--- src/pcbd_pkg.sv ---
// shared constants and types of the prefix code bit decoder
package pcbd_pkg;

  localparam int NUM_SYMBOLS_DEF  = 97;
  localparam int MAX_CODE_LEN_DEF = 32;

  localparam int INDEX_W    = 7;
  localparam int CODE_W     = 32;
  localparam int CODE_LEN_W = 6;
  localparam int SYM_W      = 7;
  localparam int SUM_W      = 9;

  localparam int IN_TDATA_W  = 48;
  localparam int OUT_TDATA_W = 8;

  localparam logic [SUM_W-1:0] SYM_OFFSET  = 9'd32;
  localparam logic [SYM_W-1:0] SYM_NEWLINE = 7'd10;
  localparam logic [SYM_W-1:0] SYM_NONE    = 7'd0;

  localparam logic OP_LOAD   = 1'b0;
  localparam logic OP_DECODE = 1'b1;

  typedef struct packed {
    logic                  opcode;
    logic [INDEX_W-1:0]    entry_index;
    logic [CODE_W-1:0]     code_bits;
    logic [CODE_LEN_W-1:0] code_length;
    logic                  bit_in;
  } pcbd_item_t;

  typedef struct packed {
    logic [SYM_W-1:0] symbol;
    logic             code_error;
  } pcbd_result_t;

endpackage

--- src/prefix_code_bit_decoder_core.sv ---
// top level of the prefix code bit decoder
// load item: taken while idle, no result; next item may follow at once
// decode item: every entry is read once from the memories, one per cycle; an
//   item that returns a result then waits in S_DONE until the result is taken
// a result passes from S_DONE into the output register; a held output stalls it
// synchronous active-low reset clears the loaded marks, the position and the epoch;
//   memory contents are not cleared
module prefix_code_bit_decoder_core #(
  parameter int NUM_SYMBOLS  = pcbd_pkg::NUM_SYMBOLS_DEF,
  parameter int MAX_CODE_LEN = pcbd_pkg::MAX_CODE_LEN_DEF
) (
  input  logic                             clk,
  input  logic                             rst_n,
  input  logic                             in_tvalid,
  output logic                             in_tready,
  // entry_index, code_bits, code_length, bit_in
  input  logic [pcbd_pkg::IN_TDATA_W-1:0]  in_tdata,
  // opcode
  input  logic                             in_tuser,
  output logic                             out_tvalid,
  input  logic                             out_tready,
  // symbol
  output logic [pcbd_pkg::OUT_TDATA_W-1:0] out_tdata,
  // code_error
  output logic                             out_tuser
);

  import pcbd_pkg::*;

  localparam int IW = $clog2(NUM_SYMBOLS);
  localparam int LW = $clog2(MAX_CODE_LEN + 1);
  localparam int DW = LW + CODE_W;

  pcbd_item_t    in_item;
  logic          wr_en;
  logic [IW-1:0] wr_addr;
  logic [DW-1:0] wr_data;
  logic [IW-1:0] rd_addr;
  logic [DW-1:0] rd_data;
  logic          rl_wr_en;
  logic [IW-1:0] rl_wr_addr;
  logic [1:0]    rl_wr_data;
  logic [1:0]    rl_rd_data;
  logic          res_valid;
  logic          res_ready;
  pcbd_result_t  res;
  logic          out_valid_r;
  pcbd_result_t  out_res_r;

  assign in_item.opcode      = in_tuser;
  assign in_item.entry_index = in_tdata[6:0];
  assign in_item.code_bits   = in_tdata[38:7];
  assign in_item.code_length = in_tdata[44:39];
  assign in_item.bit_in      = in_tdata[45];

  pcbd_entry_mem #(
    .DEPTH (NUM_SYMBOLS),
    .AW    (IW),
    .DW    (DW)
  ) u_mem (
    .clk     (clk),
    .wr_en   (wr_en),
    .wr_addr (wr_addr),
    .wr_data (wr_data),
    .rd_addr (rd_addr),
    .rd_data (rd_data)
  );

  // ruled-out marks with their epoch tags
  pcbd_entry_mem #(
    .DEPTH (NUM_SYMBOLS),
    .AW    (IW),
    .DW    (2)
  ) u_ruled_mem (
    .clk     (clk),
    .wr_en   (rl_wr_en),
    .wr_addr (rl_wr_addr),
    .wr_data (rl_wr_data),
    .rd_addr (rd_addr),
    .rd_data (rl_rd_data)
  );

  pcbd_scan #(
    .NUM_SYMBOLS  (NUM_SYMBOLS),
    .MAX_CODE_LEN (MAX_CODE_LEN),
    .IW           (IW),
    .LW           (LW),
    .DW           (DW)
  ) u_scan (
    .clk        (clk),
    .rst_n      (rst_n),
    .in_valid   (in_tvalid),
    .in_ready   (in_tready),
    .in_item    (in_item),
    .wr_en      (wr_en),
    .wr_addr    (wr_addr),
    .wr_data    (wr_data),
    .rd_addr    (rd_addr),
    .rd_data    (rd_data),
    .rl_wr_en   (rl_wr_en),
    .rl_wr_addr (rl_wr_addr),
    .rl_wr_data (rl_wr_data),
    .rl_rd_data (rl_rd_data),
    .res_valid  (res_valid),
    .res_ready  (res_ready),
    .res        (res)
  );

  // output register lets the scan finish while the previous item waits
  assign res_ready = !out_valid_r || out_tready;

  always_ff @(posedge clk) begin
    if (!rst_n) begin
      out_valid_r <= 1'b0;
    end else if (res_valid && res_ready) begin
      out_valid_r <= 1'b1;
    end else if (out_tready) begin
      out_valid_r <= 1'b0;
    end
  end

  always_ff @(posedge clk) begin
    if (res_valid && res_ready) begin
      out_res_r <= res;
    end
  end

  assign out_tvalid = out_valid_r;
  assign out_tdata  = {{(OUT_TDATA_W-SYM_W){1'b0}}, out_res_r.symbol};
  assign out_tuser  = out_res_r.code_error;

endmodule

--- src/pcbd_entry_mem.sv ---
// entry memory for the codebook and the ruled-out marks: one write port, one registered read port
module pcbd_entry_mem #(
  parameter int DEPTH = 97,
  parameter int AW    = 7,
  parameter int DW    = 38
) (
  input  logic          clk,
  input  logic          wr_en,
  input  logic [AW-1:0] wr_addr,
  input  logic [DW-1:0] wr_data,
  input  logic [AW-1:0] rd_addr,
  output logic [DW-1:0] rd_data
);

  logic [DW-1:0] mem_r [DEPTH];
  logic [DW-1:0] rd_data_r;

  always_ff @(posedge clk) begin
    if (wr_en) begin
      mem_r[wr_addr] <= wr_data;
    end
    rd_data_r <= mem_r[rd_addr];
  end

  assign rd_data = rd_data_r;

endmodule

--- src/pcbd_scan.sv ---
// sequencer: takes items, loads the codebook and scans it one entry per cycle
module pcbd_scan #(
  parameter int NUM_SYMBOLS  = 97,
  parameter int MAX_CODE_LEN = 32,
  parameter int IW           = 7,
  parameter int LW           = 6,
  parameter int DW           = 38
) (
  input  logic                  clk,
  input  logic                  rst_n,
  input  logic                  in_valid,
  output logic                  in_ready,
  input  pcbd_pkg::pcbd_item_t  in_item,
  output logic                  wr_en,
  output logic [IW-1:0]         wr_addr,
  output logic [DW-1:0]         wr_data,
  output logic [IW-1:0]         rd_addr,
  input  logic [DW-1:0]         rd_data,
  output logic                  rl_wr_en,
  output logic [IW-1:0]         rl_wr_addr,
  output logic [1:0]            rl_wr_data,
  input  logic [1:0]            rl_rd_data,
  output logic                  res_valid,
  input  logic                  res_ready,
  output pcbd_pkg::pcbd_result_t res
);

  import pcbd_pkg::*;

  localparam logic [1:0] S_IDLE = 2'd0;
  localparam logic [1:0] S_SCAN = 2'd1;
  localparam logic [1:0] S_DONE = 2'd2;

  localparam logic [IW-1:0] LAST_IDX = IW'(NUM_SYMBOLS - 1);
  localparam logic [LW:0]   MAX_POS  = (LW+1)'(MAX_CODE_LEN);

  logic [1:0]             state_r, state_nxt;
  logic [IW-1:0]          idx_r, idx_nxt;
  logic [LW-1:0]          pos_r, pos_nxt;
  logic                   bit_r, bit_nxt;
  logic                   any_live_r, any_live_nxt;
  logic                   hit_r, hit_nxt;
  logic                   epoch_r, epoch_nxt;
  logic [NUM_SYMBOLS-1:0] loaded_r, loaded_nxt;
  pcbd_result_t           res_r, res_nxt;

  logic                   accept;
  logic                   load_ok;
  logic [LW-1:0]          len_sat;
  logic [LW-1:0]          e_len;
  logic [CODE_W-1:0]      e_code;
  logic [CODE_W-1:0]      code_sh;
  logic                   ruled_old;
  logic                   ruled_new;
  logic                   live;
  logic                   mismatch;
  logic [LW:0]            pos_inc;
  logic                   complete;
  logic                   any_now;
  logic                   hit_now;
  logic                   first_load;
  logic                   scan_wr;
  logic [SUM_W-1:0]       sym_sum;
  logic [SYM_W-1:0]       hit_sym;

  assign in_ready = (state_r == S_IDLE);
  assign accept   = in_valid && in_ready;

  // load path writes the memory straight from the item
  assign load_ok = (32'(in_item.entry_index) < NUM_SYMBOLS);
  assign len_sat = (32'(in_item.code_length) > MAX_CODE_LEN) ? LW'(MAX_CODE_LEN)
                                                             : LW'(in_item.code_length);
  assign wr_en   = accept && (in_item.opcode == OP_LOAD) && load_ok;
  assign wr_addr = IW'(in_item.entry_index);
  assign wr_data = {len_sat, in_item.code_bits};

  // read one entry ahead of the one being checked
  assign rd_addr = (state_r == S_SCAN && idx_r != LAST_IDX) ? idx_r + 1'b1 : '0;

  // a ruled-out mark counts only while its epoch tag matches; flipping the epoch
  // clears every mark, since each scan rewrites all entries with the current tag
  assign ruled_old = rl_rd_data[1] && (rl_rd_data[0] == epoch_r);

  assign e_len    = rd_data[DW-1 -: LW];
  assign e_code   = rd_data[CODE_W-1:0];
  assign code_sh  = e_code >> pos_r;
  assign live     = loaded_r[idx_r] && !ruled_old;
  assign mismatch = (pos_r >= e_len) || (code_sh[0] != bit_r);
  assign pos_inc  = {1'b0, pos_r} + 1'b1;
  assign complete = (pos_inc == {1'b0, e_len});
  assign any_now  = any_live_r || (live && !mismatch);
  assign hit_now  = hit_r || (live && !mismatch && complete);

  assign ruled_new  = loaded_r[idx_r] && (ruled_old || mismatch);
  // first load of an entry starts it with no ruled-out mark
  assign first_load = wr_en && !loaded_r[wr_addr];
  assign scan_wr    = (state_r == S_SCAN);
  assign rl_wr_en   = scan_wr || first_load;
  assign rl_wr_addr = scan_wr ? idx_r : wr_addr;
  assign rl_wr_data = scan_wr ? {ruled_new, epoch_r} : {1'b0, epoch_r};

  assign sym_sum = {{(SUM_W-IW){1'b0}}, idx_r} + SYM_OFFSET;
  assign hit_sym = (idx_r == LAST_IDX) ? SYM_NEWLINE : sym_sum[SYM_W-1:0];

  always_comb begin
    state_nxt    = state_r;
    idx_nxt      = idx_r;
    pos_nxt      = pos_r;
    bit_nxt      = bit_r;
    any_live_nxt = any_live_r;
    hit_nxt      = hit_r;
    epoch_nxt    = epoch_r;
    loaded_nxt   = loaded_r;
    res_nxt      = res_r;
    case (state_r)
      S_IDLE: begin
        if (accept) begin
          if (in_item.opcode == OP_DECODE) begin
            state_nxt    = S_SCAN;
            idx_nxt      = '0;
            any_live_nxt = 1'b0;
            hit_nxt      = 1'b0;
            bit_nxt      = in_item.bit_in;
          end else if (load_ok) begin
            loaded_nxt[wr_addr] = 1'b1;
          end
        end
      end
      S_SCAN: begin
        // after a hit the scan only walks on to refresh the tags
        if (!hit_r && live && !mismatch) begin
          if (complete) begin
            hit_nxt = 1'b1;
            res_nxt = '{symbol: hit_sym, code_error: 1'b0};
          end else begin
            any_live_nxt = 1'b1;
          end
        end
        if (idx_r == LAST_IDX) begin
          if (hit_now) begin
            state_nxt = S_DONE;
            pos_nxt   = '0;
            epoch_nxt = !epoch_r;
          end else if (!any_now || pos_inc >= MAX_POS) begin
            res_nxt   = '{symbol: SYM_NONE, code_error: 1'b1};
            state_nxt = S_DONE;
            pos_nxt   = '0;
            epoch_nxt = !epoch_r;
          end else begin
            pos_nxt   = pos_inc[LW-1:0];
            state_nxt = S_IDLE;
          end
        end else begin
          idx_nxt = idx_r + 1'b1;
        end
      end
      S_DONE: begin
        if (res_ready) begin
          state_nxt = S_IDLE;
        end
      end
      default: begin
        state_nxt = S_IDLE;
      end
    endcase
  end

  always_ff @(posedge clk) begin
    if (!rst_n) begin
      state_r  <= S_IDLE;
      pos_r    <= '0;
      epoch_r  <= 1'b0;
      loaded_r <= '0;
    end else begin
      state_r  <= state_nxt;
      pos_r    <= pos_nxt;
      epoch_r  <= epoch_nxt;
      loaded_r <= loaded_nxt;
    end
  end

  always_ff @(posedge clk) begin
    idx_r      <= idx_nxt;
    bit_r      <= bit_nxt;
    any_live_r <= any_live_nxt;
    hit_r      <= hit_nxt;
    res_r      <= res_nxt;
  end

  assign res_valid = (state_r == S_DONE);
  assign res       = res_r;

endmodule

--- config.mk ---
export PLATFORM = sky130hd
export DESIGN_NAME = prefix_code_bit_decoder_core
export DESIGN_NICKNAME = d
export VERILOG_FILES = /design/src/pcbd_pkg.sv /design/src/prefix_code_bit_decoder_core.sv /design/src/pcbd_entry_mem.sv /design/src/pcbd_scan.sv
export SDC_FILE = /design/constraint.sdc
export NUM_CORES = 2
export LEC_CHECK = 0
export ABC_AREA = 1
export BUFFER_PORTS_ARGS = -buffer_cell sky130_fd_sc_hd__buf_2
export CAP_MARGIN = 20
export CORE_MARGIN = 1.5
export CORE_UTILIZATION = 45
export DETAILED_ROUTE_END_ITERATION = 10
export PLACE_DENSITY_LB_ADDON = 0.2
export SETUP_SLACK_MARGIN = 0.5
export SYNTH_ARGS = -nofsm -noshare
export SYNTH_HDL_FRONTEND = slang
export SYNTH_SLANG_ARGS = --single-unit
--- constraint.sdc ---
create_clock -name clk -period 5.1 [get_ports clk]
set_clock_uncertainty 0.05 [all_clocks]
set_input_delay 0.51 -clock clk [delete_from_list [all_inputs] [get_ports clk]]
set_output_delay 0.51 -clock clk [all_outputs]
set_load 0.1 [all_outputs]
==> summary.md <==
| Metric | Value |
|---|---|
| Status | `completed` |
| Crit-path cells | `inv_1, nand2_1, nor2_4, nand2_8, buf_12, buf_12, or2_2, o21ai_0, o22ai_1, nand2_1, a21oi_1, o21ai_1, nand3_1, nand3_1, nand2_1` |
| Mapped Cells | `12800` |
| Yosys cell types | `50` |
| Die area | `367000 sq um` |
| Worst-Skew Late Latency | `0.97 ns` |
| Core Footprint | `362000 sq um` |
| Num rows | `221` |
| Antenna violations before repair | `30` |
| Post-DP Area | `171000 sq um` |
| RSZ-0062 raised after global routing | `no` |
| Die Ht | `605 microns` |
| Most used cell, CP | `nand2_1` |
| YS warnings | `0` |
| CP Capture Type | `flip-flop` |
| Final hold vios | `0` |
| Synth Flop Type | `edfxtp_1` |
| Pwr Density | `387 nW/um^2` |
| Slowest CP cell | `nor2_4` |
| Worst path arrival time | `5.45 ns` |
| Vias in the first global route | `102000` |
| CP Launch Type | `flip-flop` |
| VDD IR max | `0.307 mV` |
| Static Leak | `59.7 nW` |
| Drt wl/cell | `27.7 microns` |
| DRC | `0` |
| CTS sink cnt | `4053` |
| Layout cells sized above 1 | `11.3%` |
| Detail Placement HPWL | `276 mm` |
| First-pass GRT wire length | `711 mm` |
| Post-Syn Nets | `12800` |
| CTS tree | `built` |
| Setup TNS | `0 ns` |
| Worst slew margin | `21.5%` |
| Commonest cells after routing, fill and taps aside | `edfxtp_1 (3906), nand2_1 (2261), nand3_1 (1657), nor2_1 (765), o211ai_1 (652)` |
| Initial Util | `45.2%` |
| Asr flop ratio synth | `0%` |
| Min Tclk post-route | `4.62 ns` |
| Commonest non-fill, non-tap cell in the layout | `edfxtp_1` |
| TritonCTS buffer count | `417` |
| Clock root buffer | `clkbuf_16` |
| Area leader, netlist | `edfxtp_1` |
| Fmax | `217 MHz` |
| EDFF count, synth | `3906` |
| HP Class | `in2reg` |
| #FFs+latches synth | `4053` |
| GRT Util Overall | `26.5%` |
| Longest Clk Path Bufs | `4` |
| Worst EP required | `5.93 ns` |
| Seq/Total Area, Yosys | `73.6%` |
| Clk slew on worst S/H paths | `0.06 ns` |
| IO Pins | `64` |
| Die width | `605 microns` |
| IO Port Bufs | `60` |
| Area grow syn2layout | `13.2%` |
| # setup viols final | `0` |
| Cell Area, Synth | `163000 sq um` |
| Fin crit share | `90.5%` |
| Nets | `12900` |
| Max-slew violations | `0` |
| Top cells by area, synth | `edfxtp_1 (72%), nand2_1 (5.2%), nand3_1 (5.1%)` |
| Top cell type's share of synthesized area | `71.8%` |
| DR vias | `107000` |
| Finished Cell Area | `185000 sq um` |
| Htree depth | `5` |
| DR vias/cell | `5.98` |
| Largest net degree at the start of global routing | `161` |
| Max-capacitance violation count | `0` |
| Total gr overflow | `0` |
| Mean Syn Cell Area | `12.8 sq um` |
| 1st-iter DRT viols | `13300` |
| CP peak stage delay | `0.62 ns` |
| Crit Path Max Fanout | `88` |
| Critical path type | `reg2reg` |
| Drt first pass iters | `6` |
| Final Wtd Congestion | `0.938` |
| Slew @ Worst Pin | `1.18 ns` |
| Total Routed Length | `498 mm` |
| DRT antenna net count | `0` |
[logic make-up (layout without fill, tap and decap cells)]
kind of cell    after synthesis  after routing  share of synthesized area (%)
flops                      4053           4053                           73.6
fa+ha+maj                     9              9                         0.0689
compound gates             2166           2166                           8.39
buf+inv                    1164           1552                           3.37
xor+xnor                     10             10                         0.0536
other cells                   1             19                        0.00230
simple gates               5361           5363                           14.5
[final timing paths]
check,depth (start not counted),slack (ns),start,endpoint
setup / recovery,15,0.48,u_scan.state_r[1]$_SDFFE_PN0P_,u_mem.rd_data[1]$_DFF_P_
hold / removal,1,0.04,in_tdata[37],u_mem.mem_r[25][30]$_DFFE_PP_
setup reg to reg,15,0.48,u_scan.state_r[1]$_SDFFE_PN0P_,u_mem.rd_data[1]$_DFF_P_
hold reg to reg,2,0.42,u_scan.loaded_r[43]$_SDFFE_PN0P_,u_scan.loaded_r[43]$_SDFFE_PN0P_
[power by group]
part           internal, W  switching [W]
clock network       0.0170         0.0129
logic              0.00127        0.00375
registers           0.0366      0.0000525
total               0.0549         0.0167
[cell usage after synthesis (4+ instances only)]
| master | count |
|---|---|
| clkbuf_2 | 32 |
| nand2_2 | 10 |
| nor2_1 | 868 |
| nor2_2 | 6 |
| edfxtp_1 | 3906 |
| o2111ai_1 | 6 |
| or2_0 | 101 |
| a21oi_1 | 302 |
| inv_1 | 243 |
| nand4_1 | 10 |
| o21ai_0 | 346 |
| buf_2 | 541 |
| a221oi_1 | 4 |
| nand3_1 | 1659 |
| buf_1 | 24 |
| a22oi_1 | 13 |
| clkbuf_1 | 214 |
| nor3_1 | 14 |
| inv_2 | 17 |
| xor2_1 | 7 |
| o211ai_1 | 652 |
| o221ai_1 | 11 |
| dfxtp_1 | 147 |
| ha_1 | 9 |
| or2_2 | 254 |
| buf_4 | 70 |
| or2_1 | 163 |
| buf_6 | 20 |
| o21a_1 | 14 |
| o2bb2ai_1 | 7 |
| nand2_1 | 2261 |
| o21ai_1 | 96 |
| o31ai_1 | 116 |
| o22ai_1 | 593 |
[sequential cells by signal (all words and copies together), names as in the netlist, 2 cells and up]
name	flops
u_mem.mem_r	3686
out_tdata	7
u_scan.idx_r	7
u_scan.state_r	2
u_mem.rd_data	38
u_ruled_mem.rd_data	2
u_ruled_mem.mem_r	194
u_scan.loaded_r	97
u_scan.res	8
u_scan.pos_r	6
[metal layers]
| metal | track usage (%) | share of wire (%) | routed length [microns] |
|---|---|---|---|
| met4 | 10.9 | 4.5 | 22300 |
| met1 | 36.8 | 41 | 202000 |
| met2 | 42.0 | 46 | 229000 |
| met5 | 0 | 0 | 0 |
| met3 | 3.94 | 8.9 | 44200 |
[worst max-delay path, delay by kind of cell, from the launching register on]
family,cells,cell delay [ns]
AND/OR/NAND/NOR,8,2.57
flip-flops,1,0.32
AO/OA/AOI/OAI,4,0.71
buffers and inverters,3,0.72
[area by class of cell]
cell class | count | area [sq um]
Multi-Input combinational cell | 7549 | 38500
Timing Repair Buffer | 526 | 5760
Clock buffer | 531 | 11000
Tap cell | 4794 | 6000
Fill cell | 30300 | 177000
Clock inverter | 232 | 2390
Antenna cell | 18 | 45.0
Inverter | 263 | 1020
Sequential cell | 4053 | 120000
[what timing repair did]
action	CTS	global route
gates resized for setup	0	1
hold buffers	25	0
setup endpoints to repair	0	4
hold endpoints to repair	598	0
setup buffers	0	13
[metrics by stage]
step	hold slack, ns	utilization (%)	instances	power [W]	setup slack (ns)
2_1_floorplan	0.376	-	12800	0.0400	0.259
3_3_place_gp	0.405	47.3	17100	0.0422	0.602
3_5_place_dp	0.409	47.3	17100	0.0422	0.558
4_1_cts	0.00173	51.1	17900	0.0719	0.574
5_1_grt	0.0370	51.1	18000	0.0735	0.494
6_report	0.0384	51.1	18000	0.0716	0.484
Note: power is estimated with default switching activity, not from simulation.
